File: config.mk
export PLATFORM = sky130hd
export DESIGN_NAME = odle_ctrl
export DESIGN_NICKNAME = d
export VERILOG_FILES = /design/src/sv/odle_pkg.sv /design/src/sv/odle_ctrl.sv
export SDC_FILE = /design/constraint.sdc
export NUM_CORES = 1
export LEC_CHECK = 0
export BUFFER_PORTS_ARGS = -buffer_cell sky130_fd_sc_hd__buf_4
export CAP_MARGIN = 10
export CELL_PAD_IN_SITES_DETAIL_PLACEMENT = 1
export CELL_PAD_IN_SITES_GLOBAL_PLACEMENT = 1
export CORE_AREA = 2 2 39 41
export CTS_CLUSTER_DIAMETER = 200
export DETAILED_ROUTE_END_ITERATION = 8
export DIE_AREA = 0 0 41 43
export PLACE_DENSITY = 0.77
export SKIP_CTS_REPAIR_TIMING = 1
export SYNTH_ARGS = -nofsm -noshare
export SYNTH_HDL_FRONTEND = slang
export SYNTH_SLANG_ARGS = --single-unit
File: constraint.sdc
create_clock -name i_clk -period 4.2 [get_ports i_clk]
set_clock_uncertainty 0.1 [all_clocks]
set_input_delay 1.26 -clock i_clk [delete_from_list [all_inputs] [get_ports i_clk]]
set_output_delay 1.26 -clock i_clk [all_outputs]
set_load 0.01 [all_outputs]
File: src/sv/odle_pkg.sv
`default_nettype none
package odle_pkg;

    localparam int LOOP_DEPTH  = 524288;
    localparam int TAP_SPACING = 512;
    localparam int TAP_COUNT   = 4;

    localparam int ADDR_W     = $clog2(LOOP_DEPTH);
    localparam int SAMPLE_W   = 24;
    localparam int TAP_DIV    = TAP_COUNT + 1;
    localparam int TAP_CNT_W  = $clog2(TAP_COUNT + 1);
    localparam int ACC_W      = SAMPLE_W + $clog2(TAP_COUNT + 1) + 1;

    localparam int MAG_W      = SAMPLE_W;
    localparam int DIV_SHIFT  = MAG_W + $clog2(TAP_DIV);
    localparam int RECIP_W    = DIV_SHIFT + 1 - $clog2(TAP_DIV);
    localparam longint RECIP  = ((longint'(1) << DIV_SHIFT) + TAP_DIV - 1) / TAP_DIV;
    localparam int PROD_W     = MAG_W + RECIP_W;

    localparam logic [ADDR_W-1:0] QUARTER_STEP = ADDR_W'(LOOP_DEPTH / 4);
    localparam logic [ADDR_W-1:0] TAP_STEP     = ADDR_W'(TAP_SPACING % LOOP_DEPTH);

    typedef enum logic [1:0] {
        OP_SAMPLE = 2'd0,
        OP_SKIP   = 2'd1,
        OP_CLEAR  = 2'd2
    } t_opcode;

    typedef enum logic [2:0] {
        ST_CLEAR,
        ST_IDLE,
        ST_READ,
        ST_DRAIN,
        ST_WRITE
    } t_state;

    typedef struct packed {
        logic accept;
        logic skip;
        logic rd_tap;
        logic rd_pos;
        logic clr_wr;
        logic wr_result;
    } t_dp_cmd;

    typedef struct packed {
        logic pipe_busy;
        logic clr_last;
        logic out_busy;
    } t_dp_sts;

endpackage
`default_nettype wire

File: src/sv/odle_ctrl.sv
`default_nettype none
module odle_ctrl
    import odle_pkg::*;
(
    input  wire logic         i_clk,
    input  wire logic         i_rst_n,
    input  wire logic         i_in_valid,
    input  wire logic [1:0]   i_opcode,
    input  wire t_dp_sts      i_sts,
    output logic              o_in_stall,
    output t_dp_cmd           o_cmd
);

    t_state                 r_state, n_state;
    logic [TAP_CNT_W-1:0]   r_tap_cnt, n_tap_cnt;
    logic                   w_accept;
    logic                   w_taps_done;

    assign w_accept    = (r_state == ST_IDLE) && i_in_valid;
    assign w_taps_done = (r_tap_cnt == TAP_CNT_W'(TAP_COUNT));

    always_ff @(posedge i_clk) begin
        if (!i_rst_n) begin
            r_state   <= ST_CLEAR;
            r_tap_cnt <= '0;
        end else begin
            r_state   <= n_state;
            r_tap_cnt <= n_tap_cnt;
        end
    end

    always_comb begin
        n_state = r_state;
        case (r_state)
            ST_CLEAR: begin
                if (i_sts.clr_last) n_state = ST_IDLE;
            end
            ST_IDLE: begin
                if (w_accept) begin
                    if (i_opcode == OP_SAMPLE) n_state = ST_READ;
                    else if (i_opcode == OP_CLEAR) n_state = ST_CLEAR;
                end
            end
            ST_READ: begin
                if (w_taps_done) n_state = ST_DRAIN;
            end
            ST_DRAIN: begin
                if (!i_sts.pipe_busy) n_state = ST_WRITE;
            end
            ST_WRITE: begin
                if (!i_sts.out_busy) n_state = ST_IDLE;
            end
            default: n_state = ST_IDLE;
        endcase
    end

    always_comb begin
        n_tap_cnt = r_tap_cnt;
        if (w_accept) n_tap_cnt = '0;
        else if (r_state == ST_READ && !w_taps_done) n_tap_cnt = r_tap_cnt + 1'b1;
    end

    always_comb begin
        o_cmd      = '0;
        o_in_stall = 1'b1;
        case (r_state)
            ST_CLEAR: begin
                o_cmd.clr_wr = 1'b1;
            end
            ST_IDLE: begin
                o_in_stall   = 1'b0;
                o_cmd.accept = i_in_valid;
                o_cmd.skip   = i_in_valid && (i_opcode == OP_SKIP);
            end
            ST_READ: begin
                o_cmd.rd_tap = !w_taps_done;
                o_cmd.rd_pos = w_taps_done;
            end
            ST_DRAIN: begin
            end
            ST_WRITE: begin
                o_cmd.wr_result = !i_sts.out_busy;
            end
            default: begin
            end
        endcase
    end

endmodule
`default_nettype wire

; ---- Word-level counts from Yosys, hierarchy flattened
; Cells that the tools add are included.
[totals]
register_bits = 6
latch_bits = 0
ramBits = 0
mem_bits_ro = 0
input_bits = 8
output_inout_bits = 7
elab_cells = 39
n_memories = 0
[classes]
addsub = 1
multipliers = 0
div = 0
order_cmp = 0
n_eq_ne = 13
n_shift = 0
muxes = 13
n_bitwise = 1
reduce_logical = 9
[op_table]
columns = op, n
row1 = $mux 3, 7
row2 = $pmux 3 s5, 1
row3 = $ne 2x2->1 const B, 5
row4 = $eq 3x2->1 const B, 2
row5 = $eq 3x3->1 const B, 2
row6 = $reduce_and 6->1, 1
row7 = $mux 2, 2
row8 = $add 3x1->3 const B, 1
row9 = $eq 3x1->1 const B, 1
row10 = $logic_and 1x1->1, 3
row11 = $logic_not 3->1, 1
row12 = $mux 1, 3
row13 = $ne 3x1->1 const B, 1
row14 = $eq 2x1->1 const B, 1
row15 = $eq 2x2->1 const B, 1
row16 = $logic_not 1->1, 2
row17 = $logic_not 2->1, 1
row18 = $reduce_or 2->1, 1
row19 = $not 1->1, 1

; ---- Longest topological paths before layout
; Gate-level depths: netlist of run 1.
[depth]
ltp_word = 5
mapped_depth = 5
mapped_depth_nobuf = 5

; ---- Least setup slack after synthesis of run 1
; Ideal clock, no wire load.
[synth_path]
path_kind = input port to output port
from = in i_in_valid
to = out o_cmd[4] (netlist bit)
arrival_ns = 1.744
required_ns = 2.840
path_slack_ns = 1.096
path_stages = 2
n_path_buf = 0
path_cell_list = nand4bb_1 > nor3b_1
[synth_lines]
columns = element, line
row1 = start: declaration, odle_ctrl.sv:7  ; input wire logic i_in_valid,
row2 = end: declaration, odle_ctrl.sv:11  ; output t_dp_cmd o_cmd

==> reports/summary.md, run 1 <==
### Floorplanning
* y dimension of the die: 43 µm
* number of core rows: 14
* I/O pin cnt: 15
* total core area: 1380 µm²
* Starting Density: 29.0%
* die area: 1760 µm²
* floorplan die width: 41 µm

### Final layout
* number of nets in the layout: 76
* register area: 120 µm²
* non-filler instance count after layout: 80
* signed area change from the synthesized netlist to the final layout: 34.9%
* Filler cells: 176
* share of layout cells above drive strength 1: 34.4%
* final antenna diode count: 0
* footprint of the multi-input gates: 259 µm²

### Global route
* global router's overall resource usage: 13.5%
* total overflow reported by the global router: 0
* wire length of the first global-routing pass: 1670 µm
* number of antenna violations at the first check in global routing: 0
* number of global-route vias before repair: 399
* largest net degree at the start of global routing: 11

### Routing
* final wirelength: 990 µm
* number of remaining DRC errors: 0
* detailed-route wire length per cell: 12.4 µm
* residual antenna-violating net count after detailed routing: 0
* vias after detailed routing: 402
* number of DRC violations after detailed-routing iteration 0: 1
* drt via density: 5.03
* DRT Pass-1 Iters: 2

### Timing
* setup repair after global routing missed its margin: false
* headroom to the max-slew limit: 76.1%
* final setup violation count: 0
* transition at the pin with the smallest max-transition slack: 0.357 ns
* summed negative setup slack over all endpoints: 0 ns
* Final Critical Period: 3.23 ns
* pins over their slew limit: 0
* minimum setup slack in the final design: 0.969 ns
* final hold violation count: 0
* final period utilization: 76.9%
* achievable frequency: 310 MHz

### Clock tree
* cts bufs inserted: 3
* CTS root buffer: sky130_fd_sc_hd__clkbuf_4
* clk sinks: 6
* CTS H-tree lvls: 1
* clock tree buffer depth: 2
* source-to-sink clock delay at the later pin of the worst-skew pair: 0.24 ns
* Reg clk slew, reported paths: 0.05 ns
* TritonCTS clock tree: done

### Pwr
* worst vdd ir: 94.4 µV
* total leakage power: 0.000231 µW
* Total Power: 140 µW
* power density cells: 258 nW/µm²

### Job
* max-capacitance violation count: 0

### Critical path
* required time of the critical path: 2.84 ns
* CP endpoint kind: primary output
* type of the worst setup path: in2out
* arrival time of the worst setup path: 1.87 ns
* critical path launch point type: input port
* maximum fanout along the worst path: 3

### Logic synthesis
* Post-synth EDFFs: 0
* cell types with the largest area share after synthesis: sky130_fd_sc_hd__dfxtp_1 30%, sky130_fd_sc_hd__a2111oi_2 7.5%, sky130_fd_sc_hd__ha_1 6.2%
* area share of the largest cell type after synthesis: 29.9%
* post-synthesis instance total: 48
* combined area of all synthesized cells: 402 µm²
* share of flip-flops with an asynchronous set or reset after synthesis: 0%
* number of unique standard cell types used by synthesis: 24
* count of synthesis-stage warnings from yosys: 0
* Mapped Nets: 58
* post-synthesis sequential area ratio: 29.9%
* synthesized area per cell: 8.37 µm²
* most common library cells after synthesis: 6 x sky130_fd_sc_hd__dfxtp_1, 5 x sky130_fd_sc_hd__nor2_1, 4 x sky130_fd_sc_hd__inv_1, 4 x sky130_fd_sc_hd__nand2_1, 3 x sky130_fd_sc_hd__a21oi_1
* top_reg_cell synth: sky130_fd_sc_hd__dfxtp_1
* dominant cell by count in the synthesized netlist: sky130_fd_sc_hd__dfxtp_1
* post-synthesis sequential element count: 6
* dominant cell type by area after synthesis: sky130_fd_sc_hd__dfxtp_1

### Placed design
* placed cell count: 77
* setup slack after placement: 0.955 ns
* half-perimeter wire length after placement: 791 µm
* port bufs: 14
* routability congestion estimate from global placement: 0.677

### Hold path
* Worst Hold Class: reg2reg

### Status
* status: complete, no violations

[through the flow]
step           instance area, µm²  util [%]  hold WS, ns
2_1_floorplan                 402         -        0.371
3_3_place_gp                  519      37.5        0.389
6_report                      542      39.2        0.410
3_5_place_dp                  519      37.5        0.407
4_1_cts                       542      39.2        0.413
5_1_grt                       542      39.2        0.458
[final cells by class]
type | count | share of cell area (%)
multi-input combinational | 37 | 47.8
sequential | 6 | 22.2
timing repair buffer | 14 | 19.4
clock buffer | 3 | 4.16
tap | 16 | 3.70
inverter | 4 | 2.77
[report_power, final]
group          internal (µW)  switching, µW  leakage, µW
logic                   13.6           11.0     0.000168
clock network           32.4           21.3    0.0000138
registers               58.6           3.10    0.0000487
total                    105           35.5     0.000231
[flip-flops by register name, summed over array words and instances, names as in the netlist]
signal	flops
r_tap_cnt	3
r_state	3
[layer usage]
metal / up-vias / share of wire, % / track usage, %
met5: - / 0 / 0
met4: 0 / 0 / 6.00
met3: 0 / 4.5 / 3.14
met2: 8 / 51 / 21.9
met1: 190 / 44 / 15.9
li1: 204 / - / -
[cell usage in the layout (no fill, tap or decap), types with 3 or more instances in the layout]
cell type,netlist,layout
sky130_fd_sc_hd__buf_4,1,14
sky130_fd_sc_hd__a21oi_1,3,3
sky130_fd_sc_hd__nor2_1,5,5
sky130_fd_sc_hd__inv_1,4,4
sky130_fd_sc_hd__nand2_1,4,4
sky130_fd_sc_hd__clkbuf_4,0,3
sky130_fd_sc_hd__dfxtp_1,6,6
[logic make-up after synthesis]
| group | synth area share (%) |
|---|---|
| and+or+nand+nor | 39.3 |
| AOI/OAI and AO/OA | 19.0 |
| DFF | 29.9 |
| buffers and inverters | 5.61 |
| adders and majority gates | 6.23 |
[path summary, 6_finish.rpt]
kind | from | to | slack, ns | cells after the start
setup / recovery | i_in_valid | o_cmd[4] | 0.97 | 4
hold / removal | r_tap_cnt[0] | r_tap_cnt[0] | 0.41 | 2
setup reg to reg | r_state[1] | r_tap_cnt[1] | 2.84 | 3
hold reg to reg | r_tap_cnt[0] | r_tap_cnt[0] | 0.41 | 2
[worst max-delay path: stages]
cell,delay (ns)
sky130_fd_sc_hd__buf_4,0.09
sky130_fd_sc_hd__nand4bb_1,0.15
sky130_fd_sc_hd__nor3b_1,0.23
sky130_fd_sc_hd__buf_4,0.15
(Power assumes the default switching activity.)
==> inputs of run 2 (changes only) <==
--- a/config.mk
+++ b/config.mk
@@ -9,11 +9,11 @@
 export CAP_MARGIN = 10
 export CELL_PAD_IN_SITES_DETAIL_PLACEMENT = 1
 export CELL_PAD_IN_SITES_GLOBAL_PLACEMENT = 1
-export CORE_AREA = 2 2 39 41
+export CORE_MARGIN = 2
+export CORE_UTILIZATION = 28
 export CTS_CLUSTER_DIAMETER = 200
 export DETAILED_ROUTE_END_ITERATION = 8
-export DIE_AREA = 0 0 41 43
-export PLACE_DENSITY = 0.77
+export PLACE_DENSITY = 0.75
 export SKIP_CTS_REPAIR_TIMING = 1
 export SYNTH_ARGS = -nofsm -noshare
 export SYNTH_HDL_FRONTEND = slang
==> constraint.sdc (replaced) <==
create_clock -name i_clk -period 2.8 [get_ports i_clk]
set_clock_uncertainty 0.1 [all_clocks]
set_input_delay 0.84 -clock i_clk [delete_from_list [all_inputs] [get_ports i_clk]]
set_output_delay 0.84 -clock i_clk [all_outputs]
set_load 0.01 [all_outputs]
==> run 2 against run 1 <==
- sequential share of layout area rose by 0.051 points
- worst setup slack worse by 0.57 ns
- critical endpoint unchanged
- final area fell by 0.23%
- wire length down 2.3%
- die area is 0.54% lower
- clock power increased by 56%
- non-clock buffer count unchanged
- core utilization is 1.9 points higher
==> reports/summary.md, run 2 (synthesized netlist as in run 1, its figures left out) <==
### Status
* status: complete, no violations

### Floorplanning
* floorplan die width: 41.9 µm
* Starting Density: 30.5%
* die area: 1750 µm²
* y dimension of the die: 41.9 µm
* number of core rows: 13
* total core area: 1320 µm²
* I/O pin cnt: 15

### Critical path
* Stages on worst setup path: 4
* logic depth of the worst register-to-register path: 3
* stage delay of the slowest cell on the critical path: 0.24 ns
* FF-to-FF setup slack: 1.47 ns
* cell seen most often among critical-path stages: sky130_fd_sc_hd__buf_4
* type of the worst setup path: in2out
* critical-path cell with the highest stage delay: sky130_fd_sc_hd__nor3b_1
* CP endpoint kind: primary output
* Worst Path Buf+Inv: 2
* arrival time of the worst setup path: 1.46 ns
* critical path launch point type: input port
* family of cells with the greatest summed delay on the critical path: simple AND/OR/NAND/NOR gates
* required time of the critical path: 1.86 ns
* maximum fanout along the worst path: 3
* cells along the critical path: buf_4 > nand4bb_1 > nor3b_1 > buf_4

### Pwr
* total leakage power: 0.000231 µW
* worst vdd ir: 278 µV
* power density cells: 394 nW/µm²

### Clock tree
* source-to-sink clock delay at the later pin of the worst-skew pair: 0.25 ns
* clk sinks: 6
* Reg clk slew, reported paths: 0.05 ns
* clock tree buffer depth: 2
* TritonCTS clock tree: done
* CTS root buffer: sky130_fd_sc_hd__clkbuf_4
* cts bufs inserted: 3
* CTS H-tree lvls: 1

### Placed design
* port bufs: 14
* setup slack after placement: 0.404 ns
* DP Area: 518 µm²
* half-perimeter wire length after placement: 750 µm
* placed cell count: 76
* routability congestion estimate from global placement: 0.650

### Routing
* residual antenna-violating net count after detailed routing: 0
* vias after detailed routing: 394
* final wirelength: 967 µm
* number of DRC violations after detailed-routing iteration 0: 0
* number of remaining DRC errors: 0
* drt via density: 4.99
* detailed-route wire length per cell: 12.2 µm
* DRT Pass-1 Iters: 1

### Final layout
* share of layout cells above drive strength 1: 34.4%
* most frequent cells in the layout: 14 x sky130_fd_sc_hd__buf_4, 6 x sky130_fd_sc_hd__dfxtp_1, 5 x sky130_fd_sc_hd__nor2_1, 4 x sky130_fd_sc_hd__inv_1, 4 x sky130_fd_sc_hd__nand2_1
* registers with the highest flip-flop counts: r_state (3), r_tap_cnt (3)
* fin area: 541 µm²
* non-filler instance count after layout: 79
* signed area change from the synthesized netlist to the final layout: 34.6%
* most common library cell in the layout ignoring fill and taps: sky130_fd_sc_hd__buf_4
* final antenna diode count: 0
* number of nets in the layout: 76

### Job
* max-capacitance violation count: 0

### Timing
* pins over their slew limit: 0
* minimum setup slack in the final design: 0.400 ns
* Final Critical Period: 2.40 ns
* headroom to the max-slew limit: 76.6%
* transition at the pin with the smallest max-transition slack: 0.351 ns
* final period utilization: 85.7%
* final setup violation count: 0
* final hold violation count: 0
* setup repair after global routing missed its margin: false
* achievable frequency: 417 MHz
* summed negative setup slack over all endpoints: 0 ns

### Global route
* largest net degree at the start of global routing: 11
* wire length of the first global-routing pass: 1780 µm
* total overflow reported by the global router: 0
* number of global-route vias before repair: 418
* global router's overall resource usage: 13.6%
* number of antenna violations at the first check in global routing: 0

### Hold path
* worst hold path depth: 2
* Worst Hold Class: reg2reg

run 2: cell counts in the layout (fill, tap and decap cells not counted):
Identical to the previous run, type by type.
run 2: final timing paths:
path | start | to
worst max-delay path | i_in_valid | o_cmd[4]
worst min-delay path | r_tap_cnt[1] | r_tap_cnt[1]
worst max register to register | r_state[1] | r_tap_cnt[1]
worst min register to register | r_tap_cnt[1] | r_tap_cnt[1]
run 2: area by class of cell:
class,instances,area [µm²]
clock buffer,3,22.5
sequential,6,120
multi-input combinational,37,259
fill,167,777
inverter,4,15.0
timing repair buffer,14,105
tap,15,18.8
run 2: power breakdown:
part,switching (µW),total (µW),internal [µW]
clock network,35.1,83.8,48.8
logic,16.4,36.8,20.4
registers,4.39,92.2,87.8
total,55.9,213,157
run 2: through the flow:
| step | hold slack, ns | util (%) | total power, µW |
|---|---|---|---|
| 3_3_place_gp | 0.391 | 39.3 | 131 |
| 2_1_floorplan | 0.371 | - | 112 |
| 3_5_place_dp | 0.409 | 39.3 | 131 |
| 4_1_cts | 0.418 | 41.0 | 217 |
| 5_1_grt | 0.457 | 41.0 | 227 |
| 6_report | 0.412 | 41.0 | 213 |
run 2: worst min-delay path, delay by kind of cell, from the launching register on:
family / cells / cell delay [ns]
flip-flops: 1 / 0.32
AO/OA/AOI/OAI: 2 / 0.15
run 2: routing by layer:
layer | track usage (%) | wire, µm
met1 | 15.8 | 440
met2 | 21.9 | 448
met3 | 5.22 | 68
met4 | 5.81 | 10
met5 | 0 | 0
